**config.mk**
```make
export PLATFORM = sky130hd
export DESIGN_NAME = hbr_key_lane
export DESIGN_NICKNAME = d
export VERILOG_FILES = /design/src/rtl/core/hbr_pkg.sv /design/src/rtl/core/hbr_key_lane.sv
export SDC_FILE = /design/constraint.sdc
export NUM_CORES = 1
export LEC_CHECK = 0
export BUFFER_PORTS_ARGS = -buffer_cell sky130_fd_sc_hd__buf_2
export CAP_MARGIN = 20
export CORE_ASPECT_RATIO = 1.2
export CORE_UTILIZATION = 40
export DETAILED_ROUTE_END_ITERATION = 7
export GPL_TIMING_DRIVEN = 0
export PLACE_DENSITY_LB_ADDON = 0.2
export SLEW_MARGIN = 20
export SYNTH_ARGS = -nofsm -noshare
export SYNTH_HDL_FRONTEND = slang
export SYNTH_SLANG_ARGS = --single-unit
```
**constraint.sdc**
```tcl
create_clock -name vclk -period 9
set_clock_uncertainty 0.15 [all_clocks]
set_input_delay 0.45 -clock vclk [all_inputs]
set_output_delay 0.45 -clock vclk [all_outputs]
set_load 0.05 [all_outputs]
```
**src/rtl/core/hbr_pkg.sv**
```systemverilog
`default_nettype none
package hbr_pkg;
	localparam int SlotFields = 6;
	localparam int KeySlotsDefault = 6;
	localparam int ModBits = 8;
	localparam logic [7:0] BreakBit = 8'h80;
	localparam logic [7:0] ModUsageBase = 8'hE0;
	localparam logic [6:0] MinLength = 7'd8;

	// One lane's finding: a code to send, and whether it counts.
	typedef struct packed {
		logic       hit;
		logic [7:0] code;
	} lane_t;

	// Usage to Set-1 lookup; unmapped usages give zero.
	function automatic logic [7:0] map_usage(input logic [7:0] u);
		logic [7:0] r;
		r = 8'h00;
		case (u)
			8'h04: r = 8'h1E; 8'h05: r = 8'h30; 8'h06: r = 8'h2E; 8'h07: r = 8'h20;
			8'h08: r = 8'h12; 8'h09: r = 8'h21; 8'h0A: r = 8'h22; 8'h0B: r = 8'h23;
			8'h0C: r = 8'h17; 8'h0D: r = 8'h24; 8'h0E: r = 8'h25; 8'h0F: r = 8'h26;
			8'h10: r = 8'h32; 8'h11: r = 8'h31; 8'h12: r = 8'h18; 8'h13: r = 8'h19;
			8'h14: r = 8'h10; 8'h15: r = 8'h13; 8'h16: r = 8'h1F; 8'h17: r = 8'h14;
			8'h18: r = 8'h16; 8'h19: r = 8'h2F; 8'h1A: r = 8'h11; 8'h1B: r = 8'h2D;
			8'h1C: r = 8'h15; 8'h1D: r = 8'h2C;
			8'h1E: r = 8'h02; 8'h1F: r = 8'h03; 8'h20: r = 8'h04; 8'h21: r = 8'h05;
			8'h22: r = 8'h06; 8'h23: r = 8'h07; 8'h24: r = 8'h08; 8'h25: r = 8'h09;
			8'h26: r = 8'h0A; 8'h27: r = 8'h0B;
			8'h28: r = 8'h1C; 8'h29: r = 8'h01; 8'h2A: r = 8'h0E; 8'h2B: r = 8'h0F;
			8'h2C: r = 8'h39; 8'h2D: r = 8'h0C; 8'h2E: r = 8'h0D; 8'h2F: r = 8'h1A;
			8'h30: r = 8'h1B; 8'h31: r = 8'h2B; 8'h32: r = 8'h56; 8'h33: r = 8'h27;
			8'h34: r = 8'h28; 8'h35: r = 8'h29; 8'h36: r = 8'h33; 8'h37: r = 8'h34;
			8'h38: r = 8'h35;
			8'h39: r = 8'h3A; 8'h3A: r = 8'h3B; 8'h3B: r = 8'h3C; 8'h3C: r = 8'h3D;
			8'h3D: r = 8'h3E; 8'h3E: r = 8'h3F; 8'h3F: r = 8'h40; 8'h40: r = 8'h41;
			8'h41: r = 8'h42; 8'h42: r = 8'h43; 8'h43: r = 8'h44; 8'h44: r = 8'h57;
			8'h45: r = 8'h58; 8'h47: r = 8'h46;
			8'h49: r = 8'h52; 8'h4A: r = 8'h47; 8'h4B: r = 8'h49; 8'h4C: r = 8'h53;
			8'h4D: r = 8'h4F; 8'h4E: r = 8'h51; 8'h4F: r = 8'h4D; 8'h50: r = 8'h4B;
			8'h51: r = 8'h50; 8'h52: r = 8'h48;
			8'h53: r = 8'h45; 8'h54: r = 8'h35; 8'h55: r = 8'h37; 8'h56: r = 8'h4A;
			8'h57: r = 8'h4E; 8'h58: r = 8'h1C; 8'h59: r = 8'h4F; 8'h5A: r = 8'h50;
			8'h5B: r = 8'h51; 8'h5C: r = 8'h4B; 8'h5D: r = 8'h4C; 8'h5E: r = 8'h4D;
			8'h5F: r = 8'h47; 8'h60: r = 8'h48; 8'h61: r = 8'h49; 8'h62: r = 8'h52;
			8'h63: r = 8'h53; 8'h65: r = 8'h5D;
			8'hE0: r = 8'h1D; 8'hE1: r = 8'h2A; 8'hE2: r = 8'h38; 8'hE3: r = 8'h5B;
			8'hE4: r = 8'h1D; 8'hE5: r = 8'h36; 8'hE6: r = 8'h38; 8'hE7: r = 8'h5C;
			default: r = 8'h00;
		endcase
		return r;
	endfunction
endpackage
`default_nettype wire

```
**src/rtl/core/hbr_key_lane.sv**
```systemverilog
`default_nettype none
// One slot lane: finds a release of its old usage and a press of its new one.
module hbr_key_lane #(
	parameter int N = 6
) (
	input  wire logic [7:0]         old_key,
	input  wire logic [7:0]         new_key,
	input  wire logic [N-1:0][7:0]  old_keys,
	input  wire logic [N-1:0][7:0]  new_keys,
	output hbr_pkg::lane_t          rel,
	output hbr_pkg::lane_t          prs
);
	import hbr_pkg::*;
	logic in_new, in_old;
	logic [7:0] old_code, new_code;

	// Membership of each usage in the other report.
	always_comb begin
		in_new = 1'b0;
		in_old = 1'b0;
		for (int i = 0; i < N; i++) begin
			if (new_keys[i] == old_key) in_new = 1'b1;
			if (old_keys[i] == new_key) in_old = 1'b1;
		end
	end

	assign old_code = map_usage(old_key);
	assign new_code = map_usage(new_key);
	assign rel.hit  = (old_key != 8'h00) && !in_new && (old_code != 8'h00);
	assign rel.code = old_code | BreakBit;
	assign prs.hit  = (new_key != 8'h00) && !in_old && (new_code != 8'h00);
	assign prs.code = new_code;
endmodule
`default_nettype wire

```
======== Word-level counts from Yosys, hierarchy flattened ========
Memories as Yosys holds them, arrays and structs flattened.
Cells that the tools add are included.
word-level totals
  latch bits .............................. 0
  register bits after elaboration ......... 0
  memory bits (writable) .................. 0
  memories kept ........................... 2
  output and inout bits ................... 18
  ROM bits ................................ 3,584
memory list
  name              depth  width  read ports  clocked after Yosys merged registers in  write ports  line           RTL
  (name not given)  256    7      1           0                                        0            hbr_pkg.sv:20  case (u)
  (name not given)  256    7      1           0                                        0            hbr_pkg.sv:20
cells by class
  magnitude comparators ................... 0
  divide/modulo/power cells ............... 0
  bitwise operators ....................... 0
  add/subtract/negate cells ............... 0
  muxes and demuxes ....................... 12
  shift operators ......................... 0
  reductions and logical operators ........ 10
  eq/ne operators ......................... 12
  multipliers ............................. 0
operators by type and width
  operator             number
  8-bit equality test  12
  8-bit nonzero test   4
  1-bit 2-to-1 mux     12
  1-bit logical AND    4
  1-bit logical NOT    2

======== Depth between registers and ports, before layout ========
  word-level depth ........................ 10
  mapped depth ............................ 11
  depth with buffers taken out ............ 9

======== Least setup slack after synthesis ========
OpenSTA, ideal clock, no wires.
  path type ............................... input-to-output
  start point ............................. in new_key[1]
  end point ............................... out prs[8] in the netlist's numbering
  slack ................................... 4,399 ps
  cell stages on the path ................. 10
  required time ........................... 8,400 ps
  path buffers ............................ 2
  arrival time ............................ 4,001 ps
  path through ............................ buf_1 inv_1 ha_1 clkbuf_1 mux4_2 o21ai_1 a221oi_1 o21ai_1 nor2_1 a41oi_1
RTL lines
  what         line                RTL
  from (decl)  hbr_key_lane.sv:7   input wire logic [7:0] new_key,
  to (decl)    hbr_key_lane.sv:11  output hbr_pkg::lane_t prs

==> metrics.md <==
| Metric | Value |
|---|---|
| Status | `finished clean` |
| Synth Area in Adders | `10.2%` |
| Final Setup Violations | `0` |
| Num sequential | `0` |
| DIE AREA | `0.00958 sq mm` |
| Synth Instances | `553` |
| CP Buf/Inv Count | `4` |
| Worst hold stages | `5` |
| Final setup TNS | `0 ns` |
| RSZ-0062 raised after global routing | `false` |
| Worst Max-Slew Pin Slew | `0.967 ns` |
| PortBufs | `124` |
| Gpl congestion | `0.989` |
| Max FO, Critical Path | `11` |
| Post-synthesis mux area share | `2.93%` |
| DIE HEIGHT | `107 um` |
| Max Cap Violations | `0` |
| Share of cells above drive strength 1 | `22.0%` |
| Synth Area in Simple Gates | `24.1%` |
| GRT Util Overall | `30.1%` |
| WL/cell | `19.0 um` |
| Vias | `4986` |
| Max Slew Vio Count | `0` |
| CLK BUF | `0` |
| Worst hold start | `old_key[4]` |
| Drt first-iter violations | `708` |
| Seq. cell area | `0 sq um` |
| ANT cells | `0` |
| Area grow syn2layout | `20.9%` |
| Final WL | `15.1 mm` |
| Fin. Hold Viols | `0` |
| Tmin final | `4.88 ns` |
| Worst rel slew slack | `35.4%` |
| CTS-repair resized insts | `0` |
| Hold-fix buffer count after cts | `0` |
| Vias per inst | `6.28` |
| Pin count of the biggest net entering global routing | `14` |
| Postcts setup bufs | `0` |
| Num rows | `37` |
| Final net count | `821` |
| Hpwl dp | `11.5 mm` |
| XOR/XNOR share of the synthesized area | `22.9%` |
| Initial Utilization | `42.0%` |
| Final ANT Viol Nets | `0` |
| Worst Hold Path EP | `rel[4]` |
| Number of global-route vias before repair | `4583` |
| CP max stage cell | `buf_1` |
| Main combinational cell family by area after synthesis | `compound AO/OA/AOI/OAI gates` |
| Critical path arrival | `4.28 ns` |
| Number of unique standard cell types used by synthesis | `68` |
| Compound-Gate Fraction of Synth Area | `31.4%` |
| CP max stage delay | `0.59 ns` |
| Die width | `89.5 um` |
| Mapped Area | `0.00368 sq mm` |
| Grt ovf | `0` |
| Kind of start point of the critical path | `primary input` |
| VDD IR max | `0.0262 mV` |
| First-pass GRT wire length | `22.8 mm` |
| Synthesized Nets | `695` |
| # DRC | `0` |
| Num ports | `130` |
| Part of the Yosys area used for sequential elements | `0%` |
| Top delay family on crit path | `buffers and inverters` |
| Worst Setup End Kind | `output port` |
| Worst-path cell chain | `buf_2 -> buf_1 -> inv_1 -> ha_1 -> nor2b_1 -> a211o_1 -> a221o_1 -> a211o_1 -> or4_1 -> o41a_1 -> buf_2` |
| Pre-antenna DRT Iters | `6` |
| Synth Warn # | `0` |
| Area of the multi-input gates | `0.00337 sq mm` |
| Hold WS | `1.42 ns` |
| Filler cell count | `914` |
| Final Cycle Share | `54.2%` |
| Synthesized area per cell | `6.65 sq um` |
| Crit Path Category | `primary input to output port` |
| FMAX | `0.205 GHz` |
| Core footprint | `0.00875 sq mm` |
| Required time of the critical path | `8.40 ns` |
| Hold Crit Class | `primary input to output port` |
| Power Density | `56.7 mW/mm^2` |
| Initial antenna violation count | `0` |
| Static leakage power | `0.00187 uW` |
[metrics by stage]
stage | util, % | setup slack, ns | cell area (sq um) | power (uW) | std cells
2_1_floorplan | - | 4.40 | 3680 | 167 | 553
3_3_place_gp | 50.8 | 4.22 | 4440 | 244 | 794
3_5_place_dp | 50.8 | 4.18 | 4440 | 245 | 794
4_1_cts | 50.8 | 4.17 | 4440 | 247 | 794
5_1_grt | 50.8 | 3.85 | 4440 | 271 | 794
6_report | 50.8 | 4.12 | 4440 | 252 | 794
[metal layers]
metal	part of all wire (%)	wire length, um	track usage [%]
met4	2.7	412	8.50
met5	0	0	0
met1	43	6460	41.0
met3	11	1660	6.08
met2	44	6570	47.3
[power by group]
| part | internal, uW | switching, uW | total, uW |
|---|---|---|---|
| logic | 93.6 | 159 | 252 |
| registers | 0 | 0 | 0 |
| clock network | 0 | 0 | 0 |
[worst min-delay path, delay by kind of cell]
family	cells	cell delay (ns)
compound gates	2	0.29
buf+inv	2	0.32
simple gates	1	0.06
[synthesized netlist by cell type, types with 3 or more instances]
| cell | instances | area share (%) |
|---|---|---|
| nor3_1 | 6 | 0.82 |
| a221oi_1 | 4 | 0.95 |
| and2_1 | 6 | 1.0 |
| o31ai_1 | 4 | 0.82 |
| buf_4 | 4 | 0.82 |
| nor4_1 | 12 | 2.0 |
| xor2_1 | 40 | 9.5 |
| a31oi_1 | 7 | 1.2 |
| buf_2 | 11 | 1.5 |
| o21ai_1 | 3 | 0.41 |
| a311oi_1 | 3 | 0.71 |
| ha_1 | 30 | 10 |
| o211ai_1 | 10 | 2.0 |
| nand2b_1 | 10 | 1.7 |
| buf_1 | 8 | 0.82 |
| o311ai_0 | 4 | 0.95 |
| xnor2_1 | 56 | 13 |
| clkbuf_1 | 28 | 2.9 |
| or3_1 | 4 | 0.68 |
| nor2b_1 | 10 | 1.7 |
| nor3b_1 | 3 | 0.61 |
| mux2i_1 | 4 | 1.1 |
| o22ai_1 | 5 | 0.85 |
| a211o_1 | 6 | 1.4 |
| inv_1 | 15 | 1.5 |
| a21oi_1 | 39 | 5.3 |
| a311o_1 | 3 | 0.82 |
| o21ai_0 | 36 | 4.9 |
| nand2_1 | 46 | 4.7 |
| nand4_1 | 18 | 3.1 |
| a211oi_1 | 11 | 2.2 |
| nand3_1 | 16 | 2.2 |
| and3_1 | 5 | 0.85 |
| nor2_1 | 30 | 3.1 |
| a221o_1 | 5 | 1.4 |
| inv_2 | 3 | 0.31 |
| a41oi_1 | 3 | 0.71 |
| o21bai_1 | 4 | 0.82 |
[area by class of cell]
cell class | count | area share, %
well taps | 117 | 3.29
inverters | 19 | 1.60
plain buffers | 52 | 5.21
multi-input cells | 482 | 75.9
repair buffers | 124 | 14.0
[how the worst max path moves through the flow]
stage	start	endpoint	cells past startpoint
detailed placement	old_key[1]	rel[8]	11
CTS	old_key[1]	rel[8]	11
global route	new_key[1]	prs[8]	13
global placement	old_key[1]	rel[8]	11
floorplan	new_key[1]	prs[8]	10
finish	old_key[1]	rel[8]	11
[cells by family (layout without fill, tap and decap cells)]
group | Yosys count | after routing
and+or+nand+nor | 174 | 174
AOI/OAI and AO/OA | 172 | 172
xor gates and xnor gates | 96 | 96
buffers and inverters | 71 | 195
adders and majority gates | 30 | 30
muxes | 8 | 8
other | 2 | 2
[placed cells by master, fill, tap and decap left out, drive strengths merged, types with 3 or more instances in the layout]
cell type and count:
o211ai 10, nor3 6, xnor2 56, o21ai 39
mux2i 4, a41oi 3, a211oi 11, or3 4
o31ai 4, o21bai 4, a21oi 39, inv 18
nor2 30, clkbuf 28, nor3b 3, and3 5
a31oi 7, xor2 40, a211o 6, nand2b 11
nand2 46, and2 6, nor4 12, nand3 16
a311o 3, a221oi 4, a221o 5, nor2b 10
buf 148, a311oi 3, o311ai 4, nand4 18
o22ai 5, ha 30
(Power assumes the default switching activity.)
