`src/rtl/core/hbr_pkg.sv`:
```
`default_nettype none
package hbr_pkg;
	localparam int SlotFields = 6;
	localparam int KeySlotsDefault = 6;
	localparam int ModBits = 8;
	localparam logic [7:0] BreakBit = 8'h80;
	localparam logic [7:0] ModUsageBase = 8'hE0;
	localparam logic [6:0] MinLength = 7'd8;

	// One lane's finding: a code to send, and whether it counts.
	typedef struct packed {
		logic       hit;
		logic [7:0] code;
	} lane_t;

	// Usage to Set-1 lookup; unmapped usages give zero.
	function automatic logic [7:0] map_usage(input logic [7:0] u);
		logic [7:0] r;
		r = 8'h00;
		case (u)
			8'h04: r = 8'h1E; 8'h05: r = 8'h30; 8'h06: r = 8'h2E; 8'h07: r = 8'h20;
			8'h08: r = 8'h12; 8'h09: r = 8'h21; 8'h0A: r = 8'h22; 8'h0B: r = 8'h23;
			8'h0C: r = 8'h17; 8'h0D: r = 8'h24; 8'h0E: r = 8'h25; 8'h0F: r = 8'h26;
			8'h10: r = 8'h32; 8'h11: r = 8'h31; 8'h12: r = 8'h18; 8'h13: r = 8'h19;
			8'h14: r = 8'h10; 8'h15: r = 8'h13; 8'h16: r = 8'h1F; 8'h17: r = 8'h14;
			8'h18: r = 8'h16; 8'h19: r = 8'h2F; 8'h1A: r = 8'h11; 8'h1B: r = 8'h2D;
			8'h1C: r = 8'h15; 8'h1D: r = 8'h2C;
			8'h1E: r = 8'h02; 8'h1F: r = 8'h03; 8'h20: r = 8'h04; 8'h21: r = 8'h05;
			8'h22: r = 8'h06; 8'h23: r = 8'h07; 8'h24: r = 8'h08; 8'h25: r = 8'h09;
			8'h26: r = 8'h0A; 8'h27: r = 8'h0B;
			8'h28: r = 8'h1C; 8'h29: r = 8'h01; 8'h2A: r = 8'h0E; 8'h2B: r = 8'h0F;
			8'h2C: r = 8'h39; 8'h2D: r = 8'h0C; 8'h2E: r = 8'h0D; 8'h2F: r = 8'h1A;
			8'h30: r = 8'h1B; 8'h31: r = 8'h2B; 8'h32: r = 8'h56; 8'h33: r = 8'h27;
			8'h34: r = 8'h28; 8'h35: r = 8'h29; 8'h36: r = 8'h33; 8'h37: r = 8'h34;
			8'h38: r = 8'h35;
			8'h39: r = 8'h3A; 8'h3A: r = 8'h3B; 8'h3B: r = 8'h3C; 8'h3C: r = 8'h3D;
			8'h3D: r = 8'h3E; 8'h3E: r = 8'h3F; 8'h3F: r = 8'h40; 8'h40: r = 8'h41;
			8'h41: r = 8'h42; 8'h42: r = 8'h43; 8'h43: r = 8'h44; 8'h44: r = 8'h57;
			8'h45: r = 8'h58; 8'h47: r = 8'h46;
			8'h49: r = 8'h52; 8'h4A: r = 8'h47; 8'h4B: r = 8'h49; 8'h4C: r = 8'h53;
			8'h4D: r = 8'h4F; 8'h4E: r = 8'h51; 8'h4F: r = 8'h4D; 8'h50: r = 8'h4B;
			8'h51: r = 8'h50; 8'h52: r = 8'h48;
			8'h53: r = 8'h45; 8'h54: r = 8'h35; 8'h55: r = 8'h37; 8'h56: r = 8'h4A;
			8'h57: r = 8'h4E; 8'h58: r = 8'h1C; 8'h59: r = 8'h4F; 8'h5A: r = 8'h50;
			8'h5B: r = 8'h51; 8'h5C: r = 8'h4B; 8'h5D: r = 8'h4C; 8'h5E: r = 8'h4D;
			8'h5F: r = 8'h47; 8'h60: r = 8'h48; 8'h61: r = 8'h49; 8'h62: r = 8'h52;
			8'h63: r = 8'h53; 8'h65: r = 8'h5D;
			8'hE0: r = 8'h1D; 8'hE1: r = 8'h2A; 8'hE2: r = 8'h38; 8'hE3: r = 8'h5B;
			8'hE4: r = 8'h1D; 8'hE5: r = 8'h36; 8'hE6: r = 8'h38; 8'hE7: r = 8'h5C;
			default: r = 8'h00;
		endcase
		return r;
	endfunction
endpackage
`default_nettype wire

```
`src/rtl/core/hbr_if.sv`:
```
`default_nettype none


// Scancode beat carrier.
interface hbr_code_if;
	logic       valid;
	logic       ready;
	logic [7:0] scancode;
	logic       last_of_run;
	modport source (output valid, scancode, last_of_run, input ready);
	modport sink (input valid, scancode, last_of_run, output ready);
endinterface
`default_nettype wire

```
`src/rtl/core/hbr_merge.sv`:
```
`default_nettype none
// Merging stage: holds the ordered list of found codes and sends one a beat.
module hbr_merge #(
	parameter int W = 20
) (
	input  wire logic              clk,
	input  wire logic              arst_n,
	input  wire logic              load,
	input  hbr_pkg::lane_t [W-1:0] lanes,
	output logic                   busy,
	hbr_code_if.source             code
);
	import hbr_pkg::*;
	logic [W-1:0]      hit_q;
	logic [W-1:0][7:0] code_q;
	logic [W-1:0]      sel;
	logic [W-1:0]      rest;
	logic [7:0]        pick;

	// Lowest pending entry goes first.
	always_comb begin
		sel  = hit_q & (~hit_q + W'(1));
		rest = hit_q & ~sel;
		pick = 8'h00;
		for (int i = 0; i < W; i++)
			if (sel[i]) pick = code_q[i];
	end

	always_ff @(posedge clk or negedge arst_n) begin
		if (!arst_n) begin
			hit_q <= '0;
		end else if (load) begin
			for (int i = 0; i < W; i++) hit_q[i] <= lanes[i].hit;
		end else if (code.valid && code.ready) begin
			hit_q <= rest;
		end
	end

	always_ff @(posedge clk) begin
		if (load)
			for (int i = 0; i < W; i++) code_q[i] <= lanes[i].code;
	end

	assign busy             = |hit_q;
	assign code.valid       = |hit_q;
	assign code.scancode    = pick;
	assign code.last_of_run = (rest == '0);
endmodule
`default_nettype wire

```
`src/flat_wrapper.sv`:
```
// flat-port wrapper written by rule: the top's interface ports become plain ports
module hbr_merge_flat import hbr_pkg::*;
#(
	parameter int W = 20
)
  (clk, arst_n, load, lanes, busy, code_valid, code_scancode, code_last_of_run, code_ready);
  hbr_code_if code_i ();
  input  wire logic clk;
  input  wire logic arst_n;
  input  wire logic load;
  input  hbr_pkg::lane_t [W-1:0] lanes;
  output logic busy;
  output wire logic [$bits(code_i.valid)-1:0] code_valid;
  output wire logic [$bits(code_i.scancode)-1:0] code_scancode;
  output wire logic [$bits(code_i.last_of_run)-1:0] code_last_of_run;
  input wire logic [$bits(code_i.ready)-1:0] code_ready;
  assign code_valid = code_i.valid;
  assign code_scancode = code_i.scancode;
  assign code_last_of_run = code_i.last_of_run;
  assign code_i.ready = code_ready;
  hbr_merge #(.W(W)) u_core (.clk(clk), .arst_n(arst_n), .load(load), .lanes(lanes), .busy(busy), .code(code_i));
endmodule
```
`config.mk`:
```
export PLATFORM = sky130hd
export DESIGN_NAME = hbr_merge_flat
export DESIGN_NICKNAME = d
export VERILOG_FILES = /design/src/rtl/core/hbr_pkg.sv /design/src/rtl/core/hbr_if.sv /design/src/rtl/core/hbr_merge.sv /design/src/flat_wrapper.sv
export SDC_FILE = /design/constraint.sdc
export NUM_CORES = 1
export LEC_CHECK = 0
export BUFFER_PORTS_ARGS = -buffer_cell sky130_fd_sc_hd__buf_4
export CAP_MARGIN = 20
export CORE_ASPECT_RATIO = 0.9
export CORE_MARGIN = 4
export CORE_UTILIZATION = 48
export DETAILED_ROUTE_END_ITERATION = 6
export GPL_TIMING_DRIVEN = 0
export HOLD_SLACK_MARGIN = 0.08
export PLACE_DENSITY_LB_ADDON = 0.05
export SETUP_SLACK_MARGIN = 0.2
export SYNTH_ARGS = -nofsm -noshare
export SYNTH_HDL_FRONTEND = slang
export SYNTH_SLANG_ARGS = --single-unit
```
`constraint.sdc`:
```
create_clock -name clk -period 2.5 [get_ports clk]
set_input_delay 0.5 -clock clk [delete_from_list [all_inputs] [get_ports clk]]
set_output_delay 0.5 -clock clk [all_outputs]
set_load 0.005 [all_outputs]
```
# After elaboration in Yosys (flattened, before gate mapping)

Cells that the tools add are included.

Flip-flop bits (word level): 180
Bits of input ports: 184
Output and inout port bits: 11
Logic and storage cells: 52

$add $sub $neg: 1
Muxes and demuxes: 22
Bitwise logic cells: 4
Reductions and logical operators: 4

Operators by type and width:

| kind                                                             | number |
|---|---|
| 8-bit 2-to-1 mux                                                 | 20 |
| 20-bit AND                                                       | 2 |
| 20-bit 2-to-1 mux                                                | 2 |
| 20-bit NOT                                                       | 2 |
| 20-bit by 1-bit adder with 20-bit output (second input constant) | 1 |
| 20-bit logical NOT                                               | 1 |
| 20-bit OR reduction                                              | 1 |
| 2-bit nonzero test                                               | 1 |
| 1-bit logical AND                                                | 1 |

# Longest topological paths before layout

Word-level depth: 23
Gate-level depth with buffers: 9
Depth with buffers taken out: 6

# Worst setup path after synthesis

OpenSTA, ideal clock, no wires.

Kind: register to output
From: reg u_core.hit_q[2]
To: out code_scancode[0]
Arrival: 2.023 ns
Required time: 2.000 ns
Setup slack: -0.023 ns
Cell stages (with the launch flop): 9
Buffers on the path: 2
Cells stage by stage: dfrtp_1 -> buf_6 -> or4_4 -> buf_6 -> nor4_4 -> a22oi_1 -> and3_1 -> a21oi_1 -> a211o_1

Cells in the longest elaborated chain, start to end: 21

RTL lines:

| element                                  | RTL line           | text |
|---|---|---|
| start, declared                          | hbr_merge.sv:14    | `logic [W-1:0] hit_q;` |
| start signal, assigned                   | hbr_merge.sv:35    | `hit_q <= rest;` |
| 20-bit NOT                               | hbr_merge.sv:22    | `sel = hit_q & (~hit_q + W'(1));` |
| 20-bit by 1-bit adder with 20-bit output | hbr_merge.sv:22    |  |
| 20-bit AND *                             | hbr_merge.sv:22    |  |
| 8-bit 2-to-1 mux (17 in a row)           | hbr_merge.sv:26    | `if (sel[i]) pick = code_q[i];` |
| 8-bit 2-to-1 mux *                       | hbr_merge.sv:26    |  |
| end, declared                            | flat_wrapper.sv:14 | `output wire logic [$bits(code_i.scancode)-1:0] code_scancode;` |

Mark *: on every way between the ends. The rest lies on a longest branch, timed or not.

# Worst setup path after layout

From: reg u_core.hit_q[0]
To: out code_last_of_run

Cells in the longest elaborated chain, start to end: 6

RTL lines:

| element                                  | RTL line           | text |
|---|---|---|
| 20-bit NOT                               | hbr_merge.sv:22    |  |
| 20-bit by 1-bit adder with 20-bit output | hbr_merge.sv:22    |  |
| 20-bit AND                               | hbr_merge.sv:22    |  |
| 20-bit NOT                               | hbr_merge.sv:23    | `rest = hit_q & ~sel;` |
| 20-bit AND *                             | hbr_merge.sv:23    |  |
| 20-bit logical NOT *                     | hbr_merge.sv:47    | `assign code.last_of_run = (rest == '0);` |
| end, declared                            | flat_wrapper.sv:15 | `output wire logic [$bits(code_i.last_of_run)-1:0] code_last_of_run;` |

Marks and branches as above.

==> metrics.csv <==
stage,metric,value,unit
outcome,status,"finished, violations left",
outcome,violations,negative setup slack,
floorplanning,die_h,128,um
critical_path,path_max_fanout,7,
grt,antenna_found_initial,0,
pwr,power.internal,5.35,mW
placed_design,gp_congestion,0.859,
floorplanning,fp.dieW,142,um
timing,final.period_utilization,133,%
critical_path,cp-end-kind,output pin,
worst_hold_path,hold_end,u_core.code_q[12]$_DFFE_PP_,
routing,met1Wirelength,8.90,mm
worst_hold_path,hold_path.class,in -> reg,
routing,highest_layer,met4,
routing,wire_per_inst,21.1,um
routing,dr.pass1.iters,6,
placed_design,portBuffers,194,
routing,drt-total-wl,22.1,mm
layout,fillers,1103,
timing,fin_ws,-0.813,ns
grt,grt_pass1_wl,32.0,mm
logic_synthesis,synth_fp_nets,769,
timing,tightest_slew,0.801,ns
timing,drv_slew,0,
logic_synthesis,syn_area_per_cell,13.2,um2
placed_design,dp_hpwl,15.5,mm
layout,layout-drive-gt1-share,42.2,%
critical_path,r2r-end,u_core.hit_q[7]$_DFFE_PN0P_,
critical_path,crit-reg2reg-launch,u_core.hit_q[0]$_DFFE_PN0P_,
logic_synthesis,synth_edf_count,160,
layout,final_nets,1023,
floorplanning,ioPinCount,195,
logic_synthesis,synth-seq-cells,180,
routing,drtAntennaViolNets,0,
pwr,p_sw,1.83,mW
floorplanning,core,15600,um2
timing,clock_skew,0.00219,ns
routing,route.met3.wl,2.08,mm
pwr,swShare,25.5,%
logic_synthesis,syn_inst,585,
worst_hold_path,min_path_cells,1,
critical_path,cp-start-kind,flop,
layout,area_delta_synth_final,40.3,%
routing,vias,6106,
timing,setup_viol,11,
grt,grt.total_usage,23.5,%
critical_path,critPathKind,reg -> out,
timing,hold_violations,0,
logic_synthesis,synth-seq-area-share,68.7,%
routing,met2_length,10.8,mm
pwr,ir_worst_vdd,0.000497,V
critical_path,crit_chain,buf_6 > or4_4 > buf_8 > a21oi_1 > a21oi_2 > a211oi_2 > o21ai_1 > nor4_2 > buf_4,
grt,grt_overflow_total,0,
logic_synthesis,synth-main-ff-cell,edfxtp_1,
clocking,cts_made_buffers,17,
routing,drc,0,
critical_path,r2r_slack,0.05,ns
logic_synthesis,mappedNetlistArea,7720,um2
clocking,clk_latency,0.42,ns
pwr,p_seq_share,51.1,%
clocking,h-tree-depth,4,
layout,n_antenna_cell,0,
timing,period_needed,3.31,ns
critical_path,slowest_delay,0.54,ns
grt,grt_pass1_vias,6048,
timing,finalSetupTns,-7.45,ns
floorplanning,rows,43,
clocking,cts.clk_slew.worst_paths,0.07,ns
clocking,clock_sinks,180,
critical_path,cp_data_required_time,2.00,ns
run,maxCapViolations,0,
critical_path,cp_slowest_cell,or4_4,
layout,final_area,10800,um2
clocking,cts_tree,done,
pwr,pwr_density_cell,663,nW/um2
logic_synthesis,ys_warn_count,0,
layout,multi_input_area,2580,um2
placed_design,pre_cts_ws,-0.635,ns
timing,rsz0062_at_grt,true,
critical_path,worstPathArrival,2.81,ns
logic_synthesis,ys_types,61,
clocking,clock_path_buffers,2,
floorplanning,dieArea,18200,um2
pwr,clockPowerShare,33.7,%
pwr,static-leakage-power,4.09,nW
worst_hold_path,hold_path_startpoint,lanes[13],
logic_synthesis,ys_async_sr_fraction,11.1,%
floorplanning,initial_utilization,49.5,%
critical_path,worstRegToRegCells,13,
placed_design,place_area,9490,um2
timing,max_slew_margin,46.4,%
timing,fmax,302,MHz
routing,vias_per_cell,5.80,
grt,grt_max_degree,110,
clocking,root_buffer,clkbuf_16,
layout,register_area,5310,um2
routing,drt_iter0_markers,737,
pwr,power_frac_comb,15.2,%
-- per-stage QoR --
stage	util [%]	total power, mW	hold slack (ns)	instances
after global routing	69.5	7.45	0.215	1052
after CTS	67.8	7.14	0.226	1040
final	69.5	7.18	0.241	1052
after detailed placement	60.8	4.62	0.393	982
after global placement	60.6	4.60	0.386	981
after floorplan	-	4.10	0.204	585
-- cells in the mapped netlist, drive strengths merged (3+ instances only) --
cell	n	area (um2)
nand2b	3	18.8
or3	3	18.8
o31ai	7	66.3
clkbuf	30	113
and3	8	50.1
a221o	6	60.1
o211ai	8	60.1
nor2	20	77.6
nor2b	10	62.6
nand3b	13	97.6
inv	7	26.3
a22oi	14	105
nor3	11	76.3
dfrtp	20	500
a21oi	29	145
a32o	7	70.1
buf	10	66.3
a211o	5	43.8
nand2	60	228
a211oi	9	67.6
o21ai	63	315
o22ai	23	144
nand3	15	80.1
edfxtp	160	4800
or4	3	30.0
nor4	8	105
o32ai	5	43.8
-- registers in the layout (all words and copies together), names as in the netlist --
| register | count |
|---|---|
| u_core.hit_q | 20 |
| u_core.code_q | 160 |
-- power by group through the flow --
stage	clock, mW	sequential (mW)	combinational [mW]
2_1_floorplan	0	3.67	0.430
3_3_place_gp	0	3.71	0.890
3_5_place_dp	0	3.71	0.913
4_1_cts	2.46	3.66	1.02
5_1_grt	2.59	3.69	1.17
6_report	2.42	3.67	1.09
-- metal layers --
| metal | GRT usage [%] | vias up |
|---|---|---|
| li1 | - | 2808 |
| met1 | 31.6 | 2924 |
| met2 | 37.2 | 343 |
| met3 | 6.99 | 31 |
| met4 | 7.39 | 0 |
| met5 | 0 | - |
-- layout by cell type (no fill, tap or decap), types with 4 or more instances in the layout --
master	synthesis	layout
o22ai_1	23	22
inv_1	7	7
a211oi_1	9	6
nor2_1	19	15
buf_6	2	24
a22oi_1	14	10
buf_8	0	6
o21ai_1	19	19
a21oi_2	0	7
nand3b_1	13	13
a22oi_2	0	4
a221o_1	6	6
clkbuf_2	0	6
edfxtp_1	160	160
o21ai_0	44	34
buf_4	2	213
nand2_1	59	56
nand3_1	14	10
o21ai_2	0	10
clkbuf_1	30	19
and3_1	8	7
clkbuf_16	0	17
a211o_1	5	5
a21oi_1	29	22
a32o_1	7	7
nor2b_1	10	10
clkinv_4	0	4
nor3_1	8	7
nor4_4	2	6
clkinv_2	0	4
dfrtp_1	20	17
o211ai_1	8	8
-- logic make-up (layout without fill, tap and decap cells) --
| family | count (synthesis) | count (layout) | share of synthesized area [%] |
|---|---|---|---|
| mux | 4 | 4 | 0.551 |
| compound gates | 190 | 190 | 16.1 |
| buf+inv | 48 | 313 | 2.71 |
| fa+ha+maj | 2 | 2 | 0.259 |
| simple gates | 161 | 161 | 11.7 |
| flops | 180 | 180 | 68.7 |
-- what timing repair did --
item / CTS / global route
buffers inserted: 26 / 12
gates cloned: 1 / 0
hold endpoints to repair: 20 / 0
gates resized for setup: 96 / 45
pin swaps: 46 / 29
hold buffers: 1 / 0
setup endpoints to repair: 21 / 27
-- how the worst max path moves through the flow --
stage                                      from          endpoint  depth (start not counted)
floorplan           u_core.hit_q[2]$_DFFE_PN0P_  code_scancode[0]                          8
global placement    u_core.hit_q[8]$_DFFE_PN0P_  code_scancode[4]                          8
detailed placement  u_core.hit_q[8]$_DFFE_PN0P_  code_scancode[2]                          8
CTS                 u_core.hit_q[0]$_DFFE_PN0P_  code_last_of_run                          9
global route        u_core.hit_q[0]$_DFFE_PN0P_  code_last_of_run                          9
finish              u_core.hit_q[0]$_DFFE_PN0P_  code_last_of_run                          9
-- critical path: cells and delay by family, from the launching register on --
family | cells | cell delay [ns]
AOI/OAI and AO/OA | 4 | 0.75
buffers and inverters | 3 | 0.45
DFF | 1 | 0.37
and+or+nand+nor | 2 | 0.82
-- cell type report --
class / count / area share [%]
Buffer: 40 / 2.41
Inverter: 8 / 0.289
Sequential cell: 180 / 49.0
Tap cell: 202 / 2.33
Timing Repair Buffer: 235 / 17.3
Clock buffer: 17 / 3.93
Clock inverter: 13 / 0.947
Multi-Input combinational cell: 357 / 23.8
Power figures use the tool's default switching activity.
